**config.mk**
```make
export PLATFORM = sky130hd
export DESIGN_NAME = max_heap_priority_queue_unit
export DESIGN_NICKNAME = d
export VERILOG_FILES = /design/src/hdl/hpq_pkg.sv /design/src/hdl/hpq_ram.sv /design/src/hdl/hpq_ctrl.sv /design/src/hdl/max_heap_priority_queue_unit.sv
export SDC_FILE = /design/constraint.sdc
export NUM_CORES = 2
export LEC_CHECK = 0
export BUFFER_PORTS_ARGS = -buffer_cell sky130_fd_sc_hd__buf_2
export CORE_AREA = 2 2 347 693
export CTS_CLUSTER_SIZE = 20
export DETAILED_ROUTE_END_ITERATION = 8
export DIE_AREA = 0 0 349 695
export HOLD_SLACK_MARGIN = 0.05
export PLACE_DENSITY = 0.68
export SETUP_SLACK_MARGIN = 0.4
export SYNTH_ARGS = -nofsm -noshare
export SYNTH_HDL_FRONTEND = slang
export SYNTH_SLANG_ARGS = --single-unit
export TNS_END_PERCENT = 100
```
**constraint.sdc**
```tcl
create_clock -name clk -period 6.6 [get_ports clk]
set_input_delay 0.33 -clock clk [delete_from_list [all_inputs] [get_ports clk]]
set_output_delay 0.33 -clock clk [all_outputs]
set_load 0.01 [all_outputs]
```
**src/hdl/hpq_pkg.sv**
```systemverilog
// Shared types and constants for the max-heap priority queue.
package hpq_pkg;

  localparam int CAPACITY = 64;
  localparam int IDX_W    = $clog2(CAPACITY);
  localparam int CNT_W    = $clog2(CAPACITY + 1);
  localparam int LNK_W    = IDX_W + 2;
  localparam int VAL_W    = 32;
  localparam int POS_W    = 6;
  localparam int FUNC_W   = 2;
  localparam int STAT_W   = 2;

  typedef enum logic [FUNC_W-1:0] {
    FN_INSERT  = 2'd0,
    FN_EXTRACT = 2'd1,
    FN_REMOVE  = 2'd2,
    FN_PEEK    = 2'd3
  } hpq_func_t;

  typedef enum logic [STAT_W-1:0] {
    STS_OK     = 2'd0,
    STS_EMPTY  = 2'd1,
    STS_FULL   = 2'd2,
    STS_BADPOS = 2'd3
  } hpq_status_t;

  typedef enum logic [2:0] {
    ST_IDLE,
    ST_LOAD,
    ST_UP_RD,
    ST_UP_CMP,
    ST_DN_RD,
    ST_DN_CMP,
    ST_FIN
  } hpq_state_t;

  typedef struct packed {
    hpq_func_t               func;
    logic signed [VAL_W-1:0] value;
    logic [POS_W-1:0]        position;
  } hpq_req_t;

  typedef struct packed {
    logic signed [VAL_W-1:0] value;
    hpq_status_t             status;
    logic [CNT_W-1:0]        count;
  } hpq_res_t;

  typedef struct packed {
    logic                    we;
    logic [IDX_W-1:0]        waddr;
    logic signed [VAL_W-1:0] wdata;
    logic [IDX_W-1:0]        raddr_a;
    logic [IDX_W-1:0]        raddr_b;
  } hpq_mem_t;

  function automatic logic [IDX_W-1:0] parent_of(input logic [IDX_W-1:0] idx);
    logic [IDX_W-1:0] dec;
    dec = idx - IDX_W'(1);
    return dec >> 1;
  endfunction

endpackage

```
**src/hdl/hpq_ram.sv**
```systemverilog
// Generic RAM with one write port and two registered read ports.
module hpq_ram #(
  parameter int DEPTH = 64,
  parameter int WIDTH = 32
) (
  input  logic                     clk,
  input  logic                     we,
  input  logic [$clog2(DEPTH)-1:0] waddr,
  input  logic [WIDTH-1:0]         wdata,
  input  logic [$clog2(DEPTH)-1:0] raddr_a,
  input  logic [$clog2(DEPTH)-1:0] raddr_b,
  output logic [WIDTH-1:0]         rdata_a,
  output logic [WIDTH-1:0]         rdata_b
);

  logic [WIDTH-1:0] mem [DEPTH];

  always_ff @(posedge clk) begin
    if (we) begin
      mem[waddr] <= wdata;
    end
    rdata_a <= mem[raddr_a];
    rdata_b <= mem[raddr_b];
  end

endmodule

```
**src/hdl/hpq_ctrl.sv**
```systemverilog
// Sequencer that walks the heap in memory for insert, extract, remove and peek.
module hpq_ctrl (
  input  logic                            clk,
  input  logic                            rst_n,
  input  logic                            req_valid,
  output logic                            req_ready,
  input  hpq_pkg::hpq_req_t               req,
  output logic                            res_valid,
  input  logic                            res_ready,
  output hpq_pkg::hpq_res_t               res,
  output hpq_pkg::hpq_mem_t               mem,
  input  logic signed [hpq_pkg::VAL_W-1:0] rd_a,
  input  logic signed [hpq_pkg::VAL_W-1:0] rd_b
);

  import hpq_pkg::*;

  hpq_state_t              state_r, state_nxt;
  hpq_func_t               func_r, func_nxt;
  logic [IDX_W-1:0]        idx_r, idx_nxt;
  logic signed [VAL_W-1:0] cur_r, cur_nxt;
  logic [CNT_W-1:0]        count_r, count_nxt;
  logic signed [VAL_W-1:0] val_r, val_nxt;
  hpq_status_t             status_r, status_nxt;

  logic                    is_full;
  logic                    is_empty;
  logic                    is_badpos;
  logic [CNT_W-1:0]        last;
  logic                    at_last;
  logic                    go_up;
  logic [LNK_W-1:0]        left_w;
  logic [LNK_W-1:0]        right_w;
  logic [LNK_W-1:0]        count_w;
  logic                    no_child;
  logic                    pick_right;
  logic signed [VAL_W-1:0] pick_val;
  logic [IDX_W-1:0]        pick_idx;
  logic                    child_wins;
  logic                    parent_loses;

  assign is_full      = (32'(count_r) >= CAPACITY);
  assign is_empty     = (count_r == '0);
  assign is_badpos    = (32'(req.position) >= 32'(count_r));
  assign last         = count_r - CNT_W'(1);
  assign at_last      = (32'(idx_r) >= 32'(last));
  assign go_up        = (idx_r != '0) && (rd_b > rd_a);
  assign left_w       = (LNK_W'(idx_r) << 1) | LNK_W'(1);
  assign right_w      = left_w + LNK_W'(1);
  assign count_w      = LNK_W'(count_r);
  assign no_child     = (left_w >= count_w);
  assign pick_right   = (right_w < count_w) && (rd_b > rd_a);
  assign pick_val     = pick_right ? rd_b : rd_a;
  assign pick_idx     = pick_right ? right_w[IDX_W-1:0] : left_w[IDX_W-1:0];
  assign child_wins   = (pick_val > cur_r);
  assign parent_loses = (cur_r > rd_a);

  always_comb begin
    state_nxt = state_r;
    case (state_r)
      ST_IDLE: begin
        if (req_valid) begin
          if (req.func == FN_INSERT) begin
            state_nxt = is_full ? ST_FIN : ST_UP_RD;
          end else if (is_empty) begin
            state_nxt = ST_FIN;
          end else if (req.func == FN_REMOVE && is_badpos) begin
            state_nxt = ST_FIN;
          end else begin
            state_nxt = ST_LOAD;
          end
        end
      end
      ST_LOAD: begin
        if (func_r == FN_PEEK || at_last) begin
          state_nxt = ST_FIN;
        end else if (go_up) begin
          state_nxt = ST_UP_RD;
        end else begin
          state_nxt = ST_DN_RD;
        end
      end
      ST_UP_RD: begin
        state_nxt = (idx_r == '0) ? ST_FIN : ST_UP_CMP;
      end
      ST_UP_CMP: begin
        state_nxt = parent_loses ? ST_UP_RD : ST_FIN;
      end
      ST_DN_RD: begin
        state_nxt = no_child ? ST_FIN : ST_DN_CMP;
      end
      ST_DN_CMP: begin
        state_nxt = child_wins ? ST_DN_RD : ST_FIN;
      end
      ST_FIN: begin
        if (res_ready) begin
          state_nxt = ST_IDLE;
        end
      end
      default: state_nxt = ST_IDLE;
    endcase
  end

  always_comb begin
    func_nxt    = func_r;
    idx_nxt     = idx_r;
    cur_nxt     = cur_r;
    count_nxt   = count_r;
    val_nxt     = val_r;
    status_nxt  = status_r;
    mem.we      = 1'b0;
    mem.waddr   = idx_r;
    mem.wdata   = cur_r;
    mem.raddr_a = '0;
    mem.raddr_b = last[IDX_W-1:0];
    req_ready   = (state_r == ST_IDLE);
    res_valid   = (state_r == ST_FIN);
    case (state_r)
      ST_IDLE: begin
        if (req_valid) begin
          func_nxt   = req.func;
          val_nxt    = '0;
          status_nxt = STS_OK;
          idx_nxt    = '0;
          if (req.func == FN_INSERT) begin
            if (is_full) begin
              status_nxt = STS_FULL;
            end else begin
              idx_nxt   = count_r[IDX_W-1:0];
              cur_nxt   = req.value;
              count_nxt = count_r + CNT_W'(1);
            end
          end else if (is_empty) begin
            status_nxt = STS_EMPTY;
            val_nxt    = '1;
          end else if (req.func == FN_REMOVE) begin
            if (is_badpos) begin
              status_nxt = STS_BADPOS;
            end else begin
              idx_nxt     = IDX_W'(req.position);
              mem.raddr_a = parent_of(IDX_W'(req.position));
            end
          end
        end
      end
      ST_LOAD: begin
        if (func_r == FN_PEEK || func_r == FN_EXTRACT) begin
          val_nxt = rd_a;
        end
        if (func_r != FN_PEEK) begin
          count_nxt = last;
          cur_nxt   = rd_b;
        end
      end
      ST_UP_RD: begin
        if (idx_r == '0) begin
          mem.we = 1'b1;
        end else begin
          mem.raddr_a = parent_of(idx_r);
        end
      end
      ST_UP_CMP: begin
        mem.we = 1'b1;
        if (parent_loses) begin
          mem.wdata = rd_a;
          idx_nxt   = parent_of(idx_r);
        end
      end
      ST_DN_RD: begin
        if (no_child) begin
          mem.we = 1'b1;
        end else begin
          mem.raddr_a = left_w[IDX_W-1:0];
          mem.raddr_b = right_w[IDX_W-1:0];
        end
      end
      ST_DN_CMP: begin
        mem.we = 1'b1;
        if (child_wins) begin
          mem.wdata = pick_val;
          idx_nxt   = pick_idx;
        end
      end
      default: begin
      end
    endcase
    res.value  = val_r;
    res.status = status_r;
    res.count  = count_r;
  end

  always_ff @(posedge clk) begin
    if (!rst_n) begin
      state_r <= ST_IDLE;
      count_r <= '0;
    end else begin
      state_r <= state_nxt;
      count_r <= count_nxt;
    end
  end

  always_ff @(posedge clk) begin
    func_r   <= func_nxt;
    idx_r    <= idx_nxt;
    cur_r    <= cur_nxt;
    val_r    <= val_nxt;
    status_r <= status_nxt;
  end

endmodule

```
**src/hdl/max_heap_priority_queue_unit.sv**
```systemverilog
// Rejected and empty requests go straight to the result state; peek returns the root.
// Insert sifts up one level per read-compare-write pass over the heap RAM; extract sifts
// the refilled root down, and remove sifts the refilled hole up or down, the same way.
// One request in flight; a new one is taken once the result is handed to the
// output register. Reset clears the entry count; RAM contents are not cleared.
module max_heap_priority_queue_unit (
  input  logic        clk,
  input  logic        rst_n,
  input  logic        in_tvalid,
  output logic        in_tready,
  input  logic [39:0] in_tdata,   // value[31:0], position[37:32], zero[39:38]
  input  logic [1:0]  in_tuser,   // func[1:0]
  output logic        out_tvalid,
  input  logic        out_tready,
  output logic [47:0] out_tdata   // result_value[31:0], status[33:32], count[40:34], zero
);

  import hpq_pkg::*;

  localparam int OUT_W = VAL_W + STAT_W + CNT_W;

  hpq_req_t                req;
  hpq_res_t                res;
  hpq_mem_t                mem;
  logic                    res_valid;
  logic                    res_ready;
  logic signed [VAL_W-1:0] rd_a;
  logic signed [VAL_W-1:0] rd_b;
  logic                    out_valid_r, out_valid_nxt;
  logic [OUT_W-1:0]        out_data_r, out_data_nxt;

  assign req.func     = hpq_func_t'(in_tuser);
  assign req.value    = in_tdata[VAL_W-1:0];
  assign req.position = in_tdata[VAL_W +: POS_W];

  hpq_ctrl u_ctrl (
    .clk       (clk),
    .rst_n     (rst_n),
    .req_valid (in_tvalid),
    .req_ready (in_tready),
    .req       (req),
    .res_valid (res_valid),
    .res_ready (res_ready),
    .res       (res),
    .mem       (mem),
    .rd_a      (rd_a),
    .rd_b      (rd_b)
  );

  hpq_ram #(
    .DEPTH (CAPACITY),
    .WIDTH (VAL_W)
  ) u_ram (
    .clk     (clk),
    .we      (mem.we),
    .waddr   (mem.waddr),
    .wdata   (mem.wdata),
    .raddr_a (mem.raddr_a),
    .raddr_b (mem.raddr_b),
    .rdata_a (rd_a),
    .rdata_b (rd_b)
  );

  assign res_ready = !out_valid_r || out_tready;

  always_comb begin
    out_valid_nxt = out_valid_r;
    out_data_nxt  = out_data_r;
    if (res_valid && res_ready) begin
      out_valid_nxt = 1'b1;
      out_data_nxt  = {res.count, res.status, res.value};
    end else if (out_tready) begin
      out_valid_nxt = 1'b0;
    end
  end

  always_ff @(posedge clk) begin
    if (!rst_n) begin
      out_valid_r <= 1'b0;
    end else begin
      out_valid_r <= out_valid_nxt;
    end
  end

  always_ff @(posedge clk) begin
    out_data_r <= out_data_nxt;
  end

  assign out_tvalid = out_valid_r;
  assign out_tdata  = {(48 - OUT_W)'(0), out_data_r};

endmodule

```
# [Word-level counts from Yosys, hierarchy flattened]
# Memories as Yosys holds them, arrays and structs flattened. A register that Yosys moved wholly into a read port is not among the register bits.
# Index checks and enable logic that the tools add are counted.
[totals] rom_bits=0 wordCells=126 mem_count=1 reg_bits=126 mem_bits_rw=2048 latchBits=0
[op_classes] eq_ne=18 bitwise=0 n_lt_le_gt_ge=8 muxes=63 reduce_logical=22 shifts=0 div=0 n_addsub=5 mul=0
[mem_list] memory="u_ram.mem" depth=64 word_bits=32 read_ports=2 rd_ports_with_merged_regs=2 write_ports=1 line_no="hpq_ram.sv:16" text="logic [WIDTH-1:0] mem [DEPTH];"
[op_table] op="32-bit 2-to-1 mux" count=11
[op_table] op="32-bit case mux with 2 select lines" count=3
[op_table] op="32-bit greater-than comparator" count=3
[op_table] op="6-bit 2-to-1 mux" count=14
[op_table] op="6-bit case mux with 3 select lines" count=2
[op_table] op="3-bit 2-to-1 mux" count=10
[op_table] op="7-bit 2-to-1 mux" count=4
[op_table] op="3-bit case mux with 7 select lines" count=1
[op_table] op="6-bit by 7-bit >= comparator with 1-bit output" count=2
[op_table] op="2-bit 2-to-1 mux" count=7
[op_table] op="7-bit case mux with 2 select lines" count=1
[op_table] op="12-bit 2-to-1 mux" count=1
[op_table] op="2-bit by 1-bit != test with 1-bit output, second input constant" count=6
[op_table] op="6-bit by 1-bit subtractor with 6-bit output, second input constant" count=2
[op_table] op="5-bit 2-to-1 mux" count=2
[op_table] op="3-bit == test, second input constant" count=3
[op_table] op="7-bit by 1-bit adder with 8-bit output, second input constant" count=1
[op_table] op="8-bit by 7-bit less-than comparator with 1-bit output" count=1
[op_table] op="7-bit by 1-bit adder with 7-bit output, second input constant" count=1
[op_table] op="7-bit >= comparator" count=1
[op_table] op="7-bit >= comparator, second input constant" count=1
[op_table] op="7-bit zero test" count=1
[op_table] op="7-bit by 1-bit subtractor with 7-bit output, second input constant" count=1
[op_table] op="3-bit by 2-bit == test with 1-bit output, second input constant" count=2
[op_table] op="20 further kinds" count=35

# [Logic depth before layout (Yosys ltp)]
[logic_depth] depth_word=7 mapped_depth=24 mapped_depth_nobuf=21

# [Modules after synthesis]
# A second synthesis with hierarchy kept.
[unflattened] cells_unflattened=5436 hier_area_um2=105188.4
[by_module_without_submodules] module="hpq_ram" area_each_um2=95715.5 cells_per_inst=4409 seq_area_each_um2=62780.2 n_inst=1
[by_module_without_submodules] module="hpq_ctrl" area_each_um2=8127.8 cells_per_inst=973 seq_area_each_um2=2422.3 n_inst=1
[by_module_without_submodules] module="max_heap_priority_queue_unit" area_each_um2=1345.0 cells_per_inst=54 seq_area_each_um2=1251.2 n_inst=1

# [Least setup slack after synthesis]
# Ideal clock, no wire load.
[synth_timing] path_type="flip-flop to flip-flop" start="reg u_ctrl.idx_r[0]" end="mem u_ram.mem[0][10] (data pin)" setup_time_ns=0.343 t_required_ns=6.257 t_arrival_ns=5.626 slack_ns=0.631 period_less_slack_ns=5.969 stages_incl_launch_ff=24 path_buffers=4 path_cell_list="edfxtp_1 > buf_2 > clkinv_1 > ha_1 > ha_1 > a21oi_1 > o21ai_0 > a31oi_1 > and3b_1 > buf_2 > buf_2 > mux2_1 > ha_1 > a21o_1 > a21o_1 > a221oi_1 > o211ai_1 > nand2b_1 > o21ai_0 > or2_2 > nor2_1 > clkbuf_1 > a222oi_1 > inv_1"
[synth_rtl] item="from (decl)" line_no="hpq_ctrl.sv:20" text="logic [IDX_W-1:0] idx_r, idx_nxt;"
[synth_rtl] item="from (signal assigned)" line_no="hpq_ctrl.sv:204" text="idx_r <= idx_nxt;"
[synth_rtl] item="to (decl)" line_no="hpq_ram.sv:16"

==> impl_metrics.tcl <==
set metrics [dict create \
    seq_power_share_pct 26.7 \
    synth_top_area_cell "edfxtp_1" \
    setup_slack_ps -277 \
    dr.pass1.iters 8 \
    min_path_type "input pin to flip-flop" \
    worst_pin_slew_ps 1420 \
    crit_path_start "u_ram.rdata_a[11]$_DFF_P_" \
    syn_inst 7837 \
    crit_required_ps 7220 \
    wl_mm 472 \
    async_flop_share_pct 0 \
    ant_nets 0 \
    grt_pass1_wl_mm 631 \
    core_um2 237000 \
    switching_share_pct 45.9 \
    reg2reg_from "u_ram.rdata_a[11]$_DFF_P_" \
    cts_root_buffer "clkbuf_16" \
    grt_pass1_vias 81500 \
    critPathLaunchType "flip-flop" \
    maxCapViolations 0 \
    ys_ff_latch 2238 \
    fmax_mhz 145 \
    pwr-share-clk_pct 17.9 \
    drt-initial-drc-count 15200 \
    clk_pin_slew_ps 70 \
    cts_num_sinks 2238 \
    ys_warn_count 0 \
    final_core_util_pct 52.0 \
    cts_tree "built" \
    min_from "in_tdata[35]" \
    numCtsBuffers 193 \
    routabilityCongestion 1.01 \
    antenna_found_initial 40 \
    postSynthAreaPerCell_um2 13.6 \
    p_leak_uw 0.0466 \
    finalCritPeriodShare_pct 104 \
    worstSetupPathType "flip-flop to flip-flop" \
    htreeDepth 4 \
    synthTopCellsByArea "edfxtp_1 61%, mux2i_1 14%, o22ai_1 4.2%" \
    viasPerCell 7.31 \
    syn_to_final_growth_pct 16.1 \
    relSlewSlack_pct 4.99 \
    grt_overflow 0 \
    final.min_clock_period_ps 6880 \
    ir_worst_vdd_mv 0.552 \
    end_kind "flip-flop" \
    rsz0062_at_grt "yes" \
    combinationalPowerShare_pct 55.4 \
    hpwl_mm 292 \
    powerDensity_nw_per_um2 538 \
    grt_max_degree 105 \
    p_switching_uw 30500 \
    synth_edf_count 2163 \
    synthFlopType "edfxtp_1" \
    slew_violations 0 \
    start_util_pct 44.8 \
    synth_top_area_share_pct 61.1 \
    cts.path.max_buffers 4 \
    die_w_um 349 \
    port_buffers 86 \
    clkLatencyLatePin_ps 920 \
    syn-cell-area_um2 106000 \
    failed_checks "negative setup slack" \
    skew_ps 56.5 \
    crit_fanout 8 \
    p_int_uw 35900 \
    yosysUniqueCellTypes 85 \
    wire_per_inst_um 41.1 \
    dp_slack_ps -756 \
    ys_seq_area_share_pct 62.5 \
    track_usage_pct 37.4 \
    ios 96 \
    tns_ps -52000 \
    crit_path_top_delay_cell "a222oi_1" \
    routed-via-count 83900 \
    finalHoldViolCount 0 \
    drc 0 \
    die_area_um2 243000 \
    num_rows 253 \
    nNetsFinal 8406 \
    cp.arrival_ps 7500 \
    status "finished, violations left" \
    fp.dieH_um 695 \
    cpPeakStageDelay_ps 1050 \
    setup_viol 391 \
    layout-drive-gt1-share_pct 16.6 \
]
-- path summary, 6_finish.rpt --
check                                to  slack (ps)  cells past startpoint
min           u_ctrl.idx_r[3]$_DFFE_PP_         180                      3
max          u_ram.mem[4][28]$_DFFE_PP_        -280                     28
max reg2reg  u_ram.mem[4][28]$_DFFE_PP_        -280                     28
min reg2reg    out_data_r[19]$_DFFE_PP_         420                      0
-- cells by family after synthesis --
family	synth area share, %
DFF	62.5
AOI/OAI and AO/OA	11.8
muxes	15.3
and+or+nand+nor	5.62
buffers and inverters	3.06
adders and majority gates	1.50
xor gates and xnor gates	0.214
other	0.00353
-- worst max-delay path, delay by kind of cell, from the launching register on --
family | cells | cell delay, ps
AO/OA/AOI/OAI | 5 | 1890
XOR/XNOR | 1 | 140
adder cells (fa/ha/maj) | 2 | 530
buffers and inverters | 10 | 1480
flip-flops | 1 | 340
multiplexers | 1 | 380
AND/OR/NAND/NOR | 9 | 1770
-- state kept, by name, summed over array words and instances, names as in the netlist --
signal and flops:
u_ram.mem 2048, out_data_r 41, u_ctrl.cur_r 32, u_ctrl.val_r 32
u_ram.rdata_a 32, u_ram.rdata_b 32, u_ctrl.count_r 7, u_ctrl.idx_r 6
u_ctrl.state_r 3, u_ctrl.func_r 2, u_ctrl.status_r 2, out_tvalid 1
-- metrics by stage --
stage / total power (uW) / std cells / hold WS (ps) / instance area (um^2)
2_1_floorplan: 35500 / 7843 / 400 / 106000
3_3_place_gp: 51300 / 11000 / 401 / 115000
3_5_place_dp: 51500 / 11000 / 405 / 115000
4_1_cts: 63600 / 11400 / 149 / 122000
5_1_grt: 66800 / 11500 / 125 / 123000
6_report: 66400 / 11500 / 180 / 123000
-- area by class of cell --
| type | count | area (um^2) |
|---|---|---|
| Clock buffer | 236 | 5100 |
| Multi-Input combinational cell | 4876 | 38100 |
| Fill cell | 19400 | 114000 |
| Clock inverter | 110 | 1170 |
| Inverter | 124 | 467 |
| Sequential cell | 2238 | 66500 |
| Antenna cell | 38 | 95.1 |
| Tap cell | 3060 | 3830 |
| Timing Repair Buffer | 800 | 8150 |
-- layout by cell type, fill, tap and decap left out, types with 53 or more instances in the layout --
cell,count
nor2_1,146
mux2i_1,1471
nor4_1,69
a222oi_1,71
nor2_4,67
clkbuf_16,211
buf_2,86
dfxtp_1,59
nand2_1,534
a21o_1,58
nor3_1,66
a31oi_1,80
a21oi_1,283
mux2_2,70
o21ai_0,198
or4_1,70
clkinv_1,53
o221ai_1,101
buf_12,149
buf_4,490
ha_1,98
nand3_1,79
o22ai_1,708
inv_1,76
edfxtp_1,2163
a211oi_1,53
-- routing by layer --
| layer | GRT usage [%] | vias up | part of all wire, % |
|---|---|---|---|
| met4 | 38.4 | 32 | 13 |
| met5 | 0 | - | 0.048 |
| met1 | 39.4 | 40900 | 29 |
| li1 | - | 32100 | - |
| met2 | 57.9 | 8020 | 44 |
| met3 | 11.6 | 2797 | 14 |
-- timing repair --
item | CTS | global route
setup buffers | 15 | 17
resized for setup | 59 | 87
gates cloned | 1 | 22
setup endpoints to repair | 2048 | 2048
endpoints found under the hold margin | 52 | 0
hold buffers | 38 | 0
pin swaps | 18 | 40
-- power by group through the flow --
stage	combinational (uW)	clock (uW)	sequential (uW)
after floorplan	17400	0	18000
after global placement	33300	0	18000
after detailed placement	33500	0	18000
after CTS	34100	11800	17700
after global routing	36700	12300	17800
final	36800	11900	17800
-- synthesized netlist by cell type, drive strengths merged, types with 13 or more instances --
library cell / count
a221o: 35
o211ai: 29
nand4: 43
and2: 51
a21oi: 295
xnor2: 17
o22ai: 710
a222oi: 71
a2111oi: 15
mux2: 84
o221a: 13
nand2: 539
or3: 34
a211oi: 55
nor3: 78
ha: 127
nor4: 70
edfxtp: 2163
or4: 73
o221ai: 102
o21ai: 211
mux4: 27
nor2: 218
inv: 121
nand2b: 14
a21o: 58
clkbuf: 259
a22oi: 51
a221oi: 29
nor2b: 27
dfxtp: 75
a32oi: 17
a32o: 23
o2111ai: 14
mux2i: 1471
buf: 346
nand3: 90
a31oi: 81
Note: power is estimated with default switching activity, not from simulation.
